[src/rtl/assert_macros.svh]
// assertion helpers shared by the keypad classifier rtl
// expects a clock named i_clk and an active-low reset named i_rst_n in scope
`ifndef ASSERT_MACROS_SVH
`define ASSERT_MACROS_SVH

// plain clocked check, off while reset is asserted
`define MKPC_ASSERT(label, prop, msg) \
    label: assert property (@(posedge i_clk) disable iff (!i_rst_n) (prop)) else $error(msg);

// same-cycle implication
`define MKPC_ASSERT_IMP(label, ante, cons, msg) \
    `MKPC_ASSERT(label, (ante) |-> (cons), msg)

`endif

[src/rtl/mkpc_pkg.sv]
// shared types and constants for the matrix keypad press classifier
// no dependencies
`default_nettype none

package mkpc_pkg;

    localparam int ROW_W   = 4;
    localparam int SCAN_W  = 8;
    localparam int KEY_W   = 5;
    localparam int COUNT_W = 8;

    localparam logic [ROW_W-1:0]   NO_KEY_ROWS       = 4'hF;
    localparam logic [COUNT_W-1:0] LONG_TICKS_RESET  = 8'd200;
    localparam logic [KEY_W-1:0]   KEY_BASE          = 5'd4;
    localparam logic [KEY_W-1:0]   KEY_LAST          = 5'd19;
    localparam logic [KEY_W-1:0]   KEY_NONE          = 5'd0;

    // one-cold nibble codes, in position order 0 to 3
    localparam logic [3:0] NIB_POS0 = 4'h7;
    localparam logic [3:0] NIB_POS1 = 4'hB;
    localparam logic [3:0] NIB_POS2 = 4'hD;
    localparam logic [3:0] NIB_POS3 = 4'hE;

    typedef enum logic [1:0] {
        PH_IDLE    = 2'd0,
        PH_CONFIRM = 2'd1,
        PH_HELD    = 2'd2,
        PH_LONG    = 2'd3
    } t_phase;

    typedef struct packed {
        logic             valid;
        logic [KEY_W-1:0] key;
    } t_key_dec;

endpackage

`default_nettype wire

[src/rtl/mkpc_key_decode.sv]
// reversed-scan byte to key number decoder, keys 4 to 19
// depends on mkpc_pkg
`default_nettype none

module mkpc_key_decode (
    input  wire logic [mkpc_pkg::SCAN_W-1:0] i_scan,
    output mkpc_pkg::t_key_dec               o_dec
);

    logic [1:0] hi_pos;
    logic [1:0] lo_pos;
    logic       hi_ok;
    logic       lo_ok;

    always_comb begin
        hi_ok  = 1'b1;
        hi_pos = 2'd0;
        unique case (i_scan[7:4])
            mkpc_pkg::NIB_POS0: hi_pos = 2'd0;
            mkpc_pkg::NIB_POS1: hi_pos = 2'd1;
            mkpc_pkg::NIB_POS2: hi_pos = 2'd2;
            mkpc_pkg::NIB_POS3: hi_pos = 2'd3;
            default:            hi_ok  = 1'b0;
        endcase
    end

    always_comb begin
        lo_ok  = 1'b1;
        lo_pos = 2'd0;
        unique case (i_scan[3:0])
            mkpc_pkg::NIB_POS0: lo_pos = 2'd0;
            mkpc_pkg::NIB_POS1: lo_pos = 2'd1;
            mkpc_pkg::NIB_POS2: lo_pos = 2'd2;
            mkpc_pkg::NIB_POS3: lo_pos = 2'd3;
            default:            lo_ok  = 1'b0;
        endcase
    end

    // 4 + 4*hi + lo, formed as KEY_BASE plus the concatenation {hi, lo}
    always_comb begin
        o_dec.valid = hi_ok && lo_ok;
        o_dec.key   = o_dec.valid ? (mkpc_pkg::KEY_BASE + {1'b0, hi_pos, lo_pos})
                                  : mkpc_pkg::KEY_NONE;
    end

endmodule

`default_nettype wire

[src/rtl/matrix_keypad_press_classifier.sv]
// top level of the matrix keypad press classifier: phase machine, hold counter, output skid
// depends on mkpc_pkg, mkpc_key_decode and assert_macros.svh
//
// One input word is one scan tick of a 4x4 keypad and gives exactly one output word.
// The phase machine, key decode and hold counter update in the cycle the word is accepted, and
// the result is registered on that edge in the output register, or in the skid entry if the
// output stalls, so a word can be accepted every cycle while s_axis_tready is high. A two-deep
// stage (register plus skid) keeps s_axis_tready registered; it drops only while both are full.
// A release from the held phase reports a short press, a release from the long-held
// phase a long press; every other tick reports event_valid 0 with key_number 0.
// long_press_ticks may be written any time the block is idle and resets to 200.
`default_nettype none
`include "assert_macros.svh"

module matrix_keypad_press_classifier (
    input  wire logic        i_clk,
    input  wire logic        i_rst_n,
    input  wire logic        i_cfg_we,
    input  wire logic [7:0]  i_cfg_wdata,   // long_press_ticks
    input  wire logic        s_axis_tvalid,
    output logic             s_axis_tready,
    input  wire logic [15:0] s_axis_tdata,  // [3:0] row_sense, [11:4] reverse_scan, [15:12] zero
    output logic             m_axis_tvalid,
    input  wire logic        m_axis_tready,
    output logic [7:0]       m_axis_tdata,  // [0] event_valid, [5:1] key_number, [7:6] zero
    output logic [0:0]       m_axis_tuser   // [0] long_press
);

    localparam int KW = mkpc_pkg::KEY_W;
    localparam int CW = mkpc_pkg::COUNT_W;

    typedef struct packed {
        logic          ev;
        logic [KW-1:0] key;
        logic          lng;
    } t_result;

    logic [CW-1:0]            r_thresh;
    mkpc_pkg::t_phase         r_phase, n_phase;
    logic [KW-1:0]            r_held_key, n_held_key;
    logic [CW-1:0]            r_hold_count, n_hold_count;
    logic [CW-1:0]            count_inc;
    t_result                  res;
    t_result                  r_out, r_skid;
    logic                     r_out_valid, r_skid_valid;
    logic                     accept;
    logic                     take;
    logic                     down;
    mkpc_pkg::t_key_dec       dec;

    logic [mkpc_pkg::ROW_W-1:0]  row_sense;
    logic [mkpc_pkg::SCAN_W-1:0] reverse_scan;

    assign row_sense    = s_axis_tdata[3:0];
    assign reverse_scan = s_axis_tdata[11:4];
    assign down         = row_sense != mkpc_pkg::NO_KEY_ROWS;

    assign s_axis_tready = !r_skid_valid;
    assign accept        = s_axis_tvalid && s_axis_tready;
    assign take          = r_out_valid && m_axis_tready;

    mkpc_key_decode u_decode (
        .i_scan (reverse_scan),
        .o_dec  (dec)
    );

    assign count_inc = r_hold_count + 1'b1;

    // next phase
    always_comb begin
        n_phase = r_phase;
        unique case (r_phase)
            mkpc_pkg::PH_IDLE: begin
                if (down) n_phase = mkpc_pkg::PH_CONFIRM;
            end
            mkpc_pkg::PH_CONFIRM: begin
                n_phase = (down && dec.valid) ? mkpc_pkg::PH_HELD : mkpc_pkg::PH_IDLE;
            end
            mkpc_pkg::PH_HELD: begin
                if (!down) begin
                    n_phase = mkpc_pkg::PH_IDLE;
                end else if (count_inc >= r_thresh) begin
                    n_phase = mkpc_pkg::PH_LONG;
                end
            end
            mkpc_pkg::PH_LONG: begin
                if (!down) n_phase = mkpc_pkg::PH_IDLE;
            end
            default: n_phase = mkpc_pkg::PH_IDLE;
        endcase
    end

    // data path and result
    always_comb begin
        n_held_key   = r_held_key;
        n_hold_count = r_hold_count;
        res          = '0;
        unique case (r_phase)
            mkpc_pkg::PH_IDLE: ;
            mkpc_pkg::PH_CONFIRM: begin
                if (down && dec.valid) n_held_key = dec.key;
            end
            mkpc_pkg::PH_HELD: begin
                if (down) begin
                    n_hold_count = (count_inc >= r_thresh) ? '0 : count_inc;
                end else begin
                    res.ev       = 1'b1;
                    res.key      = r_held_key;
                    n_hold_count = '0;
                    n_held_key   = mkpc_pkg::KEY_NONE;
                end
            end
            mkpc_pkg::PH_LONG: begin
                if (!down) begin
                    res.ev     = 1'b1;
                    res.key    = r_held_key;
                    res.lng    = 1'b1;
                    n_held_key = mkpc_pkg::KEY_NONE;
                end
            end
            default: ;
        endcase
    end

    always_ff @(posedge i_clk) begin
        if (!i_rst_n) begin
            r_thresh     <= mkpc_pkg::LONG_TICKS_RESET;
            r_phase      <= mkpc_pkg::PH_IDLE;
            r_held_key   <= mkpc_pkg::KEY_NONE;
            r_hold_count <= '0;
        end else begin
            if (i_cfg_we) r_thresh <= i_cfg_wdata;
            if (accept) begin
                r_phase      <= n_phase;
                r_held_key   <= n_held_key;
                r_hold_count <= n_hold_count;
            end
        end
    end

    // output register plus skid entry
    always_ff @(posedge i_clk) begin
        if (!i_rst_n) begin
            r_out_valid  <= 1'b0;
            r_skid_valid <= 1'b0;
        end else begin
            if (accept) begin
                if (!r_out_valid || m_axis_tready) begin
                    r_out_valid <= 1'b1;
                end else begin
                    r_skid_valid <= 1'b1;
                end
            end else if (take) begin
                r_out_valid  <= r_skid_valid;
                r_skid_valid <= 1'b0;
            end
        end
    end

    always_ff @(posedge i_clk) begin
        if (accept) begin
            if (!r_out_valid || m_axis_tready) begin
                r_out <= res;
            end else begin
                r_skid <= res;
            end
        end else if (take && r_skid_valid) begin
            r_out <= r_skid;
        end
    end

    assign m_axis_tvalid   = r_out_valid;
    assign m_axis_tdata    = {2'b00, r_out.key, r_out.ev};
    assign m_axis_tuser[0] = r_out.lng;

    `MKPC_ASSERT_IMP(a_long_has_event, m_axis_tvalid && m_axis_tuser[0], m_axis_tdata[0],
        "long press flagged without an event")
    `MKPC_ASSERT_IMP(a_event_key_range, m_axis_tvalid && m_axis_tdata[0],
        m_axis_tdata[5:1] >= mkpc_pkg::KEY_BASE && m_axis_tdata[5:1] <= mkpc_pkg::KEY_LAST,
        "event carries a key outside 4 to 19")
    `MKPC_ASSERT_IMP(a_no_event_zero, m_axis_tvalid && !m_axis_tdata[0],
        m_axis_tdata[5:1] == mkpc_pkg::KEY_NONE && !m_axis_tuser[0],
        "non-event word has nonzero key or long flag")
    `MKPC_ASSERT_IMP(a_skid_behind_out, r_skid_valid, r_out_valid,
        "skid entry full while output register empty")
    `MKPC_ASSERT_IMP(a_count_only_held, r_phase != mkpc_pkg::PH_HELD, r_hold_count == '0,
        "hold counter nonzero outside the held phase")

endmodule

`default_nettype wire
[config.mk]
export PLATFORM = sky130hd
export DESIGN_NAME = matrix_keypad_press_classifier
export DESIGN_NICKNAME = d
export VERILOG_FILES = /design/src/rtl/mkpc_pkg.sv /design/src/rtl/mkpc_key_decode.sv /design/src/rtl/matrix_keypad_press_classifier.sv
export VERILOG_INCLUDE_DIRS = /design/src /design/src/rtl
export SDC_FILE = /design/constraint.sdc
export NUM_CORES = 1
export LEC_CHECK = 0
export BUFFER_PORTS_ARGS = -buffer_cell sky130_fd_sc_hd__buf_4
export CORE_ASPECT_RATIO = 0.6
export CORE_UTILIZATION = 51
export CTS_CLUSTER_DIAMETER = 150
export DETAILED_ROUTE_END_ITERATION = 6
export PLACE_DENSITY = 0.73
export SLEW_MARGIN = 20
export SYNTH_ARGS = -nofsm -noshare
export SYNTH_HDL_FRONTEND = slang
export SYNTH_SLANG_ARGS = --single-unit
[constraint.sdc]
create_clock -name i_clk -period 2.5 [get_ports i_clk]
set_input_delay 0.25 -clock i_clk [delete_from_list [all_inputs] [get_ports i_clk]]
set_output_delay 0.25 -clock i_clk [all_outputs]
set_load 0.01 [all_outputs]
After elaboration in Yosys (flattened, before gate mapping)
Cells that the tools add are included.
{ "word_totals": {"out_inout_bits": 11, "in_bits": 29, "word_cells": 86, "regBits": 39} }
{ "op_classes": {"n_eq_ne": 19, "order_cmp": 1, "n_addsub": 2, "mux": 29, "reduce_logical": 22, "n_bitwise": 1} }
{ "op_table": {"columns": ["op", "n"], "rows": [
  ["2-to-1 mux 7 bit", 4],
  ["== test 4 bit (second input constant)", 6],
  ["2-to-1 mux 8 bit", 2],
  ["2-to-1 mux 5 bit", 3],
  ["one-hot mux 2 bit (3 select lines)", 2],
  ["one-hot mux 6 bit (2 select lines)", 1],
  ["2-to-1 mux 2 bit", 5],
  ["!= test 2 bit (second input constant)", 5],
  ["one-hot mux 5 bit (2 select lines)", 1],
  ["AND reduction 2 bit", 5],
  ["2-to-1 mux 1 bit", 9],
  ["adder 8 x 1 -> 8 bit (second input constant)", 1],
  ["== test 4 x 3 -> 1 bit (second input constant)", 2],
  [">= comparator 8 bit", 1],
  ["one-hot mux 2 bit (4 select lines)", 1],
  ["AND reduction 4 bit", 2],
  ["OR reduction 4 bit", 2],
  ["2-to-1 mux 6 bit", 1],
  ["nonzero test 2 bit", 3],
  ["adder 3 x 4 -> 5 bit (first input constant)", 1],
  ["logical AND 1 bit", 5],
  ["== test 2 bit (second input constant)", 2],
  ["!= test 4 bit (second input constant)", 1],
  ["!= test 3 bit (second input constant)", 1],
  ["other kinds (7)", 8]
]} }

Logic depth before layout (Yosys ltp)
Gate-level depths: netlist of the first run.
{ "logic_depth": {"word_depth": 7, "mapped_depth": 11} }

Cells and area by module
From an unflattened synthesis of the first run, not the netlist that was laid out.
{ "unflattened": {"cells_unflattened": 224, "area_unflattened_um2": 2178.3} }
{ "by_module_without_submodules": {"columns": ["module", "n_inst", "seq_area_each_um2", "area_per_inst_um2", "cells_each"], "rows": [
  ["matrix_keypad_press_classifier", 1, 920.9, 2015.7, 201],
  ["mkpc_key_decode", 1, 0.0, 162.7, 23]
]} }

Worst setup path after synthesis of the first run
OpenSTA, ideal clock, no wires.
{ "synth_path": {"kind": "register -> register", "start": "register r_hold_count[0]", "end": "register r_hold_count[5]", "slack_ns": 0.267, "stages_incl_launch_ff": 12, "setup_time_ns": 0.074, "n_path_buf": 1, "t_arrival_ns": 2.159, "period_less_slack_ns": 2.233, "cell_sequence": "dfxtp_1 > ha_1 > and3_1 > nand3_1 > xnor2_1 > ha_1 > o21ai_0 > nor2_1 > a211oi_1 > buf_2 > nand4_1 > a31oi_1"} }
{ "synth_between": {"elab_chain_cells": 4} }
{ "synth_lines": {"columns": ["item", "line", "text"], "rows": [
  ["start, declared", "matrix_keypad_press_classifier.sv:41", "logic [CW-1:0] r_hold_count, n_hold_count;"],
  ["start signal, assigned", "matrix_keypad_press_classifier.sv:136", "r_hold_count <= n_hold_count;"],
  ["adder 8 x 1 -> 8 bit (*)", "matrix_keypad_press_classifier.sv:67", "assign count_inc = r_hold_count + 1'b1;"],
  [">= comparator 8 bit", "matrix_keypad_press_classifier.sv:105", "n_hold_count = (count_inc >= r_thresh) ? '0 : count_inc;"],
  ["2-to-1 mux 8 bit (*)", "matrix_keypad_press_classifier.sv:105", null],
  ["2-to-1 mux 8 bit (*)", "matrix_keypad_press_classifier.sv:104", "if (down) begin"]
]} }
Every way passes the cells marked *; elsewhere a longest branch is shown, timed or not.
A chain may end at the register's enable or synchronous reset.

Worst setup path after layout of the first run
{ "layout_path": {"start": "register r_hold_count[0]", "end": "register r_phase[0]"} }
{ "layout_between": {"elab_chain_cells": 4} }
{ "layout_lines": {"columns": ["item", "line", "text"], "rows": [
  ["adder 8 x 1 -> 8 bit", "matrix_keypad_press_classifier.sv:67", null],
  [">= comparator 8 bit", "matrix_keypad_press_classifier.sv:82", "end else if (count_inc >= r_thresh) begin"],
  ["!= test 3 bit (no source line)", null, null],
  ["AND reduction 4 bit (no source line)", null, null],
  ["end signal, assigned", "matrix_keypad_press_classifier.sv:128", "r_phase <= mkpc_pkg::PH_IDLE;"],
  ["end signal, assigned", "matrix_keypad_press_classifier.sv:134", "r_phase <= n_phase;"],
  ["end, declared", "matrix_keypad_press_classifier.sv:39", "mkpc_pkg::t_phase r_phase, n_phase;"]
]} }
No other way between the ends.

==> key figures, run 1 <==
Clocking
  – Clock insertion delay at the later pin of the skew report: 300 ps
  – TritonCTS Buffers: 5
  – Clock H-tree levels: 2
  – TritonCTS clock tree: done
  – Root buffer cell: sky130_fd_sc_hd__clkbuf_8
  – Clock Sink Count: 39
  – Longest Clk Path Bufs: 2
  – CTS clk-pin slew, worst paths: 80 ps
  – Post-CTS Setup Inserts: 0

Critical path
  – Data required time at the worst endpoint: 2700 ps
  – Critical Path AT: 2600 ps
  – Endpoint of the lowest-slack register-to-register path: r_phase[0]
  – R2R Setup Slk: 100 ps
  – Startpoint of the worst register-to-register path: r_hold_count[0]
  – Worst Path Class, Setup: reg2reg
  – Sort of element at the end of the critical path: flop
  – CP Max Fanout: 6
  – Sort of element at the start of the critical path: flop
  – FF-to-FF path depth: 10

Hold path
  – Path type of the worst min-delay path: in2reg
  – Hold path depth: 2
  – Hold_sp: m_axis_tready
  – Hold Path End: r_skid_valid

Yosys
  – Share of Yosys cell area claimed by the top area cell type: 0.2446
  – Gate Count Post-Synth: 210
  – Number of flops mapped to enable cells by yosys: 14
  – Dominant cell type by area after synthesis: sky130_fd_sc_hd__dfxtp_1
  – Flops & latches, synth: 39
  – Mapped Avg Cell Area: 9.741 µm²
  – Number of warnings printed during yosys synthesis: 0
  – Prevailing post-synth register cell: sky130_fd_sc_hd__dfxtp_1
  – Post-synthesis instance area: 2046 µm²
  – Fraction of synthesis flops using an asynchronous set or reset pin: 0
  – Count of distinct cell types in the synthesized netlist: 41
  – Synth top area cells: sky130_fd_sc_hd__dfxtp_1 (24%), sky130_fd_sc_hd__edfxtp_1 (21%), sky130_fd_sc_hd__ha_1 (6.1%)
  – Seq/Total Area, Yosys: 0.4502

Power and ir drop
  – Cell leakage power: 0.001077 µW
  – Gate power share: 0.109
  – Part of the power in registers: 0.472
  – Cell-internal power: 1162 µW
  – Proportion of power drawn by the clock network: 0.419
  – Largest voltage drop on the vdd net: 0.3881 mV
  – Switching pwr: 311.1 µW
  – Power Density: 583.3 nW/µm²
  – Switching share of power: 0.2112

Floorplanning
  – Width of the chip: 83.77 µm
  – Die outline height: 51.06 µm
  – Die Area: 4277 µm²
  – Placeable core region: 3744 µm²
  – I/O pin count: 40
  – Placement row count: 17
  – Starting utilization of the core area: 0.5465

Cells and area
  – Number of diodes added for antenna fixing: 0
  – Final layout net count: 288
  – Share of final-layout standard cells stronger than drive strength 1: 0.2600
  – Finished Core Util: 0.6745
  – Design area: 2525 µm²
  – P&R area growth vs syn: 23.42%

GRT
  – Via count of the first global-routing pass: 1418
  – First-pass GRT wire length: 6.768 mm
  – Congestion Overflow GR: 0
  – Pin count of the biggest net entering global routing: 24
  – Antenna violations before repair: 0
  – Global-route usage over all layers: 0.2061

STA
  – Worst slew margin relative to its limit: 0.5482
  – Fmax: 416.4 MHz
  – Number of max-slew violations in the final report: 0
  – Final-report hold violation count: 0
  – Tightest Pin Transition: 677.7 ps
  – Fin crit period: 2401 ps
  – Finish-stage setup viols: 0
  – Share of the clock period used by the worst path after layout: 0.9606
  – Post-route clock skew: 12.65 ps

Route
  – # DRC: 0
  – Initial DRC Count: 89
  – Number of antenna-violating nets in the routed design: 0
  – Total number of vias: 1632
  – Routed length per placed instance: 13.90 µm
  – First-pass DRT Iterations: 4
  – Wire length after detailed routing: 4.128 mm
  – Via density: 5.495

Placed design
  – Count of input and output buffers: 33
  – Placer congestion estimate: 0.7584
  – Area post-placement: 2357 µm²
  – HPWL reported at the end of detailed placement: 2.939 mm

Run
  – # Max-Cap Violations: 0

Status
  – Status: finished, final reports clean
[power groups by stage]
stage          sequential [µW]  combinational (µW)  clock [µW]
3_5_place_dp               710                 156           0
5_1_grt                    698                 177         655
6_report                   695                 160         618
3_3_place_gp               710                 154           0
4_1_cts                    696                 157         629
2_1_floorplan              714                83.7           0
[per-layer routing]
metal / GRT usage / routed length [µm] / share of wire / up-vias
li1: - / - / - / 829
met5: 0 / 0 / 0 / -
met1: 0.2999 / 2214 / 0.54 / 748
met3: 0.05977 / 288 / 0.070 / 5
met4: 0.08192 / 57 / 0.014 / 0
met2: 0.2859 / 1567 / 0.38 / 50
[timing repair]
action,4_1_cts,5_1_grt
hold buffers,0,0
setup endpoints to repair,0,9
resized for setup,0,9
[critical path, cell delays in order (launching register included)]
cell and delay, ps:
sky130_fd_sc_hd__dfxtp_4 370, sky130_fd_sc_hd__ha_1 210, sky130_fd_sc_hd__buf_4 140, sky130_fd_sc_hd__xor2_1 140, sky130_fd_sc_hd__ha_1 310, sky130_fd_sc_hd__a211oi_2 270
sky130_fd_sc_hd__o21ai_2 120, sky130_fd_sc_hd__a211oi_2 240, sky130_fd_sc_hd__buf_4 190, sky130_fd_sc_hd__a21oi_1 70, sky130_fd_sc_hd__o221a_1 240
[sequential cells by signal (all words and copies together), names as in the netlist]
name and cells:
r_skid_valid 1, r_thresh 8, r_skid 7, r_hold_count 8
m_axis_tdata 6, m_axis_tvalid 1, m_axis_tuser 1, r_held_key 5
r_phase 2
[synthesized netlist by cell type, types with 6 or more instances]
cell / n
sky130_fd_sc_hd__xnor2_1: 6
sky130_fd_sc_hd__and3_1: 6
sky130_fd_sc_hd__dfxtp_1: 25
sky130_fd_sc_hd__edfxtp_1: 14
sky130_fd_sc_hd__ha_1: 10
sky130_fd_sc_hd__nor2_1: 10
sky130_fd_sc_hd__inv_1: 10
sky130_fd_sc_hd__nand2_1: 24
sky130_fd_sc_hd__mux2_2: 6
sky130_fd_sc_hd__mux2i_1: 10
sky130_fd_sc_hd__and2_1: 8
sky130_fd_sc_hd__a21oi_1: 7
sky130_fd_sc_hd__xor2_1: 6
sky130_fd_sc_hd__nand4_1: 10
sky130_fd_sc_hd__nand3_1: 7
[worst max-delay path by stage]
stage	start	end	slack (ps)	cells after the start
after global routing	r_hold_count[0]	r_phase[0]	-50	10
after floorplan	r_hold_count[0]	r_hold_count[5]	270	11
final	r_hold_count[0]	r_phase[0]	100	10
after global placement	r_hold_count[0]	r_phase[0]	130	11
after CTS	r_hold_count[0]	r_phase[0]	50	10
after detailed placement	r_hold_count[0]	r_phase[0]	50	10
[logic make-up after synthesis]
kind of cell / Yosys count / share of synthesized area
compound gates: 31 / 0.1021
buf+inv: 22 / 0.04709
other cells: 1 / 0.001833
fa+ha+maj: 10 / 0.06116
simple gates: 79 / 0.2043
mux: 16 / 0.08196
flops: 39 / 0.4502
xor+xnor: 12 / 0.05138
[cells in the final DEF (no fill, tap or decap), types with 3 or more instances in the layout]
cell                        n
sky130_fd_sc_hd__buf_4     40
sky130_fd_sc_hd__nand2_1   24
sky130_fd_sc_hd__dfxtp_1   24
sky130_fd_sc_hd__edfxtp_1  14
sky130_fd_sc_hd__inv_1     10
sky130_fd_sc_hd__nand4_1   10
sky130_fd_sc_hd__nor2_1    10
sky130_fd_sc_hd__mux2i_1   10
sky130_fd_sc_hd__ha_1      10
sky130_fd_sc_hd__and2_1     8
sky130_fd_sc_hd__nand3_1    7
sky130_fd_sc_hd__a21oi_1    7
sky130_fd_sc_hd__xor2_1     6
sky130_fd_sc_hd__mux2_2     6
sky130_fd_sc_hd__and3_1     5
sky130_fd_sc_hd__xnor2_1    5
sky130_fd_sc_hd__clkbuf_8   5
sky130_fd_sc_hd__a21boi_1   4
sky130_fd_sc_hd__nor2b_1    3
sky130_fd_sc_hd__nand4b_1   3
sky130_fd_sc_hd__o211ai_1   3
sky130_fd_sc_hd__a31oi_1    3
[stage by stage]
step	std cells	total power [µW]	setup TNS [ps]	worst slack, ps	hold WS [ps]
after floorplan	211	797.9	0	266.6	350.1
after global placement	288	863.5	0	126.6	444.6
after detailed placement	288	866.7	0	53.20	452.2
after CTS	296	1483	0	47.75	132.7
after global routing	297	1531	-58.98	-48.63	135.8
final	297	1473	0	98.58	139.0
[area by class of cell]
cell class,count,area [µm²]
clock buffer,6,72.57
clock inverter,2,60.06
fill,309,1219
inverter,12,45.04
multi-input combinational,150,1059
sequential,39,924.6
tap,47,58.81
timing repair buffer,41,305.3
Power figures use the tool's default switching activity.
==> run 2, diff against run 1 <==
--- a/config.mk
+++ b/config.mk
@@ -13,2 +13,3 @@
 export DETAILED_ROUTE_END_ITERATION = 6
+export MAX_ROUTING_LAYER = met4
 export PLACE_DENSITY = 0.73
--- a/constraint.sdc
+++ b/constraint.sdc
@@ -3,2 +3,2 @@
 set_output_delay 0.25 -clock i_clk [all_outputs]
-set_load 0.01 [all_outputs]
+set_load 0.05 [all_outputs]
==> run 2 against run 1 <==
Net effect:
- routed wire length decreased by 0.29%
- clock power hardly changed
- worst setup slack better by 5.0 ps
- sequential cell count unchanged
- fmax rose by 0.21%
- register-to-register slack hardly changed
==> key figures, run 2 (synthesis results as in run 1) <==
Cells and area
  – Share of final-layout standard cells stronger than drive strength 1: 0.2600 (unchanged)
  – Finished Core Util: 0.6745 (unchanged)
  – Layout filler cell count: 309 (unchanged)
  – Final std cells w/o fill: 297 (unchanged)
  – Final layout net count: 288 (unchanged)
  – Top Registers: r_hold_count x8, r_thresh x8, r_skid x7
  – P&R area growth vs syn: 23.42% (unchanged)
  – Commonest cells after routing, fill and taps aside: sky130_fd_sc_hd__buf_4 (40), sky130_fd_sc_hd__nand2_1 (24), sky130_fd_sc_hd__dfxtp_1 (24)
  – Number of diodes added for antenna fixing: 0 (unchanged)
  – Most common library cell in the layout ignoring fill and taps: sky130_fd_sc_hd__buf_4

Run
  – # Max-Cap Violations: 0 (unchanged)

STA
  – Fmax: 417.3 MHz (+0.21%)
  – Fin Setup TNS: 0 ps (unchanged)
  – Post-route clock skew: 11.55 ps (-1.096 ps)
  – Tightest Pin Transition: 675.0 ps (-2.610 ps)
  – Fin crit period: 2396 ps (-5.019 ps)
  – Final-report hold violation count: 0 (unchanged)
  – Final Hold Slack: 140.4 ps (+1.426 ps)
  – Worst slew margin relative to its limit: 0.5500 (+0.001739)
  – Number of max-slew violations in the final report: 0 (unchanged)
  – Share of the clock period used by the worst path after layout: 0.9586 (-0.002008)
  – Finish-stage setup viols: 0 (unchanged)

GRT
  – First-pass GRT wire length: 6.782 mm (+0.21%)
  – Most Crowded Layer GR: met1
  – Routing usage on met3: 0.05977 (unchanged)
  – Via count of the first global-routing pass: 1421 (+0.21%)
  – Pin count of the biggest net entering global routing: 24 (unchanged)
  – Antenna violations before repair: 0 (unchanged)
  – Met2 Track Usage GR: 0.2846 (-0.001355)
  – Global-route usage over all layers: 0.2124 (+0.006277)
  – Fraction of met1 tracks used by global routing: 0.3019 (+0.002047)
  – Congestion Overflow GR: 0 (unchanged)

Hold path
  – Hold path depth: 2 (unchanged)
  – Hold_sp: m_axis_tready
  – Path type of the worst min-delay path: in2reg
  – Hold Path End: r_skid_valid

Critical path
  – Sort of element at the start of the critical path: flop
  – Peak per-stage delay on the critical path: 370 ps (about the same)
  – Buf+Inv Stages, Crit Path: 2 (unchanged)
  – Worst Path Class, Setup: reg2reg
  – R2R Setup Slk: 100 ps (about the same)
  – Critical Path AT: 2590 ps (about the same)
  – Startpoint of the worst register-to-register path: r_hold_count[0]
  – Endpoint of the lowest-slack register-to-register path: r_phase[0]
  – CP Max Fanout: 6 (unchanged)
  – Data required time at the worst endpoint: 2690 ps (about the same)
  – FF-to-FF path depth: 10 (unchanged)
  – Sort of element at the end of the critical path: flop
  – Family with the most delay on the worst path: compound AO/OA/AOI/OAI gates
  – Chain of cells forming the critical path: ha_1, buf_4, xor2_1, ha_1, a211oi_2, o21ai_2, a211oi_2, buf_4, a21oi_1, o221a_1
  – Slowest library cell on the worst path: sky130_fd_sc_hd__dfxtp_4

Route
  – Wire length after detailed routing: 4.116 mm (-0.29%)
  – Number of antenna-violating nets in the routed design: 0 (unchanged)
  – First-pass DRT Iterations: 4 (unchanged)
  – # DRC: 0 (unchanged)
  – Initial DRC Count: 96 (+7.9%)
  – Via density: 5.495 (unchanged)
  – Routed length per placed instance: 13.86 µm (-0.29%)
  – Total number of vias: 1632 (unchanged)

Power and ir drop
  – Power Density: 600.6 nW/µm² (+3.0%)
  – Proportion of power drawn by the clock network: 0.407 (-0.012)
  – Switching share of power: 0.2332 (+0.02201)
  – Cell-internal power: 1163 µW (about the same)
  – Cell leakage power: 0.001077 µW (unchanged)
  – Gate power share: 0.135 (+0.026)
  – Switching pwr: 353.7 µW (+14%)
  – Part of the power in registers: 0.458 (-0.014)
  – Largest voltage drop on the vdd net: 0.4258 mV (+9.7%)

Clocking
  – Clock insertion delay at the later pin of the skew report: 290 ps (about the same)
  – CTS clk-pin slew, worst paths: 80 ps (about the same)
  – Post-CTS Setup Inserts: 0 (unchanged)
  – Longest Clk Path Bufs: 2 (unchanged)
  – TritonCTS Buffers: 5 (unchanged)
  – Number of buffers added to fix hold violations after cts: 0 (unchanged)
  – Clock H-tree levels: 2 (unchanged)
  – TritonCTS clock tree: done
  – Clock Sink Count: 39 (unchanged)
  – Root buffer cell: sky130_fd_sc_hd__clkbuf_8

Floorplanning
  – Width of the chip: 83.77 µm (unchanged)
  – Placeable core region: 3744 µm² (unchanged)
  – Die outline height: 51.06 µm (unchanged)
  – Die Area: 4277 µm² (unchanged)
  – Placement row count: 17 (unchanged)
  – Starting utilization of the core area: 0.5465 (unchanged)
  – I/O pin count: 40 (unchanged)

Status
  – Status: finished, final reports clean

Placed design
  – Count of input and output buffers: 33 (unchanged)
  – Placer congestion estimate: 0.7683 (+1.3%)
  – Number of cells in the design after placement: 288 (unchanged)
  – HPWL reported at the end of detailed placement: 2.939 mm (unchanged)
## run 2: cell counts in the layout (fill, tap and decap cells not counted)
Identical to the previous run, type by type.
## run 2: layout make-up
class	count	area, µm²	area share
flip-flops and latches	39	924.6	0.3662
clock buffers	6	72.57	0.02874
repair buffers	41	305.3	0.1209
clock inverters	2	60.06	0.02379
inverters	12	45.04	0.01784
multi-input cells	150	1059	0.4192
well taps	47	58.81	0.02329
## run 2: timing repair
action,4_1_cts,5_1_grt
setup endpoints to repair,0,9
resized for setup,0,9
endpoints found under the hold margin,0,0
## run 2: power by group through the flow
stage / Clock [µW] / Combinational (µW) / Sequential (µW)
2_1_floorplan: 0 / 91.8 / 749
3_3_place_gp: 0 / 198 / 710
3_5_place_dp: 0 / 200 / 710
4_1_cts: 629 / 201 / 696
5_1_grt: 655 / 221 / 698
6_report: 617 / 204 / 695
## run 2: through the flow
step / setup slack (ps) / cell area, µm² / total power, µW
floorplan: 266.6 / 2049 / 841.2
finish: 103.6 / 2525 / 1516
CTS: 47.75 / 2490 / 1526
global placement: 126.6 / 2357 / 907.3
global route: -49.36 / 2525 / 1574
detailed placement: 53.20 / 2357 / 910.5
## run 2: worst max path at each step
stage / from / endpoint / slack (ps) / cells past startpoint
final: r_hold_count[0] / r_phase[0] / 100 / 10
after global routing: r_hold_count[0] / r_phase[0] / -50 / 10
after CTS: r_hold_count[0] / r_phase[0] / 50 / 10
after detailed placement: r_hold_count[0] / r_phase[0] / 50 / 10
after global placement: r_hold_count[0] / r_phase[0] / 130 / 11
after floorplan: r_hold_count[0] / r_hold_count[5] / 270 / 11
## run 2: worst register-to-register path: cells and delay by family (launching register included)
kind,cells,cell delay [ps]
buffers and inverters,2,340
adder cells (fa/ha/maj),2,520
AO/OA/AOI/OAI,5,940
XOR/XNOR,1,140
flip-flops,1,370
## run 2: routing by layer
metal,routed length [µm],up-vias,share of wire
met5,0,-,0
met3,301,5,0.073
met1,2194,744,0.53
li1,-,829,-
met4,57,0,0.014
met2,1563,54,0.38
==> run 3, diff against run 2 <==
Settings changed: CELL_PAD_IN_SITES_DETAIL_PLACEMENT set to 0, CELL_PAD_IN_SITES_GLOBAL_PLACEMENT set to 1, CORE_UTILIZATION 51 to 42, PLACE_DENSITY 0.73 to 0.77.
==> run 3 against run 2 <==
Net effect:
- worst setup slack better by 46 ps
- die area grew 21%
- routed wire length decreased by 2.2%
- clock-buffer cell count down 1
- global-route usage shrank 3.6 points
- non-clock buffer count grew 1
- cell count increased by 5.7%
- via count decreased by 3.9%
- sequential power barely moved
- design area decreased by 1.3%
- critical path depth rose by 1
- critical path type unchanged
==> key figures, run 3 (synthesis results as in run 1) <==
Status
  – Status: finished, final reports clean

Cells and area
  – Final layout net count: 289 (+0.35%)
  – Finished Core Util: 0.5377 (-0.1368)
  – Top Registers: r_hold_count x8, r_thresh x8, r_skid x7
  – Number of diodes added for antenna fixing: 0 (unchanged)
  – P&R area growth vs syn: 21.83%
  – Commonest cells after routing, fill and taps aside: sky130_fd_sc_hd__buf_4 (41), sky130_fd_sc_hd__nand2_1 (24), sky130_fd_sc_hd__dfxtp_1 (24)
  – Share of final-layout standard cells stronger than drive strength 1: 0.2550 (-0.005020)
  – Final std cells w/o fill: 314 (+5.7%)
  – Most common library cell in the layout ignoring fill and taps: sky130_fd_sc_hd__buf_4

Route
  – Initial DRC Count: 74 (-23%)
  – Routed length per placed instance: 12.82 µm (-7.5%)
  – # DRC: 0 (unchanged)
  – Wire length after detailed routing: 4.024 mm (-2.2%)
  – Number of antenna-violating nets in the routed design: 0 (unchanged)
  – First-pass DRT Iterations: 4 (unchanged)
  – Via density: 4.997 (-9.1%)
  – Total number of vias: 1569 (-3.9%)

Critical path
  – Worst Path Class, Setup: reg2reg
  – Peak per-stage delay on the critical path: 360 ps (about the same)
  – Slowest library cell on the worst path: sky130_fd_sc_hd__dfxtp_2
  – Sort of element at the start of the critical path: flop
  – Data required time at the worst endpoint: 2700 ps (about the same)
  – CP Max Fanout: 6 (unchanged)
  – Chain of cells forming the critical path: ha_1, and3_1, nand3_1, xnor2_2, ha_1, o21ai_0, nor2_1, a211oi_2, buf_4, a21oi_1, o221a_1
  – Sort of element at the end of the critical path: flop
  – Most prevalent standard cell on the critical path: sky130_fd_sc_hd__ha_1
  – Buf+Inv Stages, Crit Path: 1 (-1)
  – Family with the most delay on the worst path: compound AO/OA/AOI/OAI gates
  – Critical Path AT: 2550 ps (-40 ps)

STA
  – Worst slew margin relative to its limit: 0.5264 (-0.02354)
  – Finish-stage setup viols: 0 (unchanged)
  – Number of max-slew violations in the final report: 0 (unchanged)
  – Fmax: 425.4 MHz (+1.9%)
  – Fin crit period: 2351 ps (-45.51 ps)
  – Final-report hold violation count: 0 (unchanged)
  – RSZ-0062 raised after global routing: false
  – Fin Setup TNS: 0 ps (unchanged)
  – Final Hold Slack: 131.6 ps (-8.759 ps)
  – Share of the clock period used by the worst path after layout: 0.9404 (-0.01820)
  – Tightest Pin Transition: 710.4 ps (+35.31 ps)
  – Post-route clock skew: 10.02 ps (-1.534 ps)

Power and ir drop
  – Largest voltage drop on the vdd net: 0.2732 mV (-36%)
  – Cell leakage power: 0.001057 µW (-1.9%)
  – Power Density: 533.4 nW/µm² (-11%)
  – Overall power: 1329 µW (-12%)

Placed design
  – Placer congestion estimate: 0.7139 (-7.1%)
  – HPWL reported at the end of detailed placement: 2.950 mm (+0.37%)
  – Number of cells in the design after placement: 305 (+5.9%)
  – Count of input and output buffers: 33 (unchanged)

Clocking
  – TritonCTS clock tree: done
  – Clock Sink Count: 39 (unchanged)
  – Number of buffers added to fix hold violations after cts: 0 (unchanged)
  – Longest Clk Path Bufs: 2 (unchanged)
  – TritonCTS Buffers: 5 (unchanged)
  – CTS clk-pin slew, worst paths: 80 ps (about the same)
  – Clock insertion delay at the later pin of the skew report: 300 ps (about the same)
  – Clock H-tree levels: 2 (unchanged)
  – Root buffer cell: sky130_fd_sc_hd__clkbuf_8

GRT
  – Congestion Overflow GR: 0 (unchanged)
  – Via count of the first global-routing pass: 1437 (+1.1%)
  – Pin count of the biggest net entering global routing: 24 (unchanged)
  – First-pass GRT wire length: 6.748 mm (-0.50%)
  – Global-route usage over all layers: 0.1769 (-0.03554)
  – Antenna violations before repair: 0 (unchanged)

Floorplanning
  – Starting utilization of the core area: 0.4413 (-0.1052)
  – Die outline height: 56.06 µm (+9.8%)
  – Die Area: 5163 µm² (+21%)
  – Placement row count: 19 (+2)
  – I/O pin count: 40 (unchanged)
  – Placeable core region: 4636 µm² (+24%)
  – Width of the chip: 92.10 µm (+10%)

Hold path
  – Path type of the worst min-delay path: in2reg

Run
  – # Max-Cap Violations: 0 (unchanged)
run 3: worst paths after layout:
kind              slack, ps             from  cells past startpoint            end
setup / recovery        150  r_hold_count[0]                     11     r_phase[0]
hold / removal          130    m_axis_tready                      2   r_skid_valid
setup reg to reg        150  r_hold_count[0]                     11     r_phase[0]
hold reg to reg         460    r_held_key[1]                      2  r_held_key[1]
run 3: per-layer routing:
layer / part of all wire / vias up / wire [µm] / GRT usage
li1: - / 827 / - / -
met1: 0.58 / 694 / 2337 / 0.2653
met2: 0.35 / 43 / 1410 / 0.2132
met3: 0.057 / 5 / 228 / 0.06557
met4: 0.012 / 0 / 47 / 0.05357
met5: 0 / - / 0 / -
run 3: per-stage QoR:
stage          setup slack (ps)  instance area [µm²]
6_report                  149.1                 2492
5_1_grt                   1.640                 2492
4_1_cts                   133.0                 2474
3_5_place_dp              151.5                 2385
3_3_place_gp              170.8                 2385
2_1_floorplan             266.6                 2049
run 3: worst register-to-register path: stages, from the launching register on:
cell and delay (ps):
sky130_fd_sc_hd__dfxtp_2 360, sky130_fd_sc_hd__ha_1 170, sky130_fd_sc_hd__and3_1 200, sky130_fd_sc_hd__nand3_1 130, sky130_fd_sc_hd__xnor2_2 170, sky130_fd_sc_hd__ha_1 290, sky130_fd_sc_hd__o21ai_0 160, sky130_fd_sc_hd__nor2_1 80
sky130_fd_sc_hd__a211oi_2 190, sky130_fd_sc_hd__buf_4 200, sky130_fd_sc_hd__a21oi_1 70, sky130_fd_sc_hd__o221a_1 240
run 3: repair_timing:
| action | in CTS | in global routing |
|---|---|---|
| endpoints found under the setup margin | 0 | 1 |
| resized for setup | 0 | 4 |
| setup buffers | 0 | 0 |
run 3: layout make-up:
cell class / instances / area [µm²]
fill: 428 / 2143
inverter: 12 / 45.04
multi-input combinational: 150 / 1045
tap: 63 / 78.83
timing repair buffer: 42 / 312.8
sequential: 39 / 922.1
clock buffer: 5 / 68.82
clock inverter: 3 / 20.02
run 3: report_power, final:
group / leakage (µW) / switching, µW / internal, µW
clock: 0.0000402 / 239 / 194
sequential: 0.000331 / 12.4 / 683
combinational: 0.000686 / 120 / 80.7
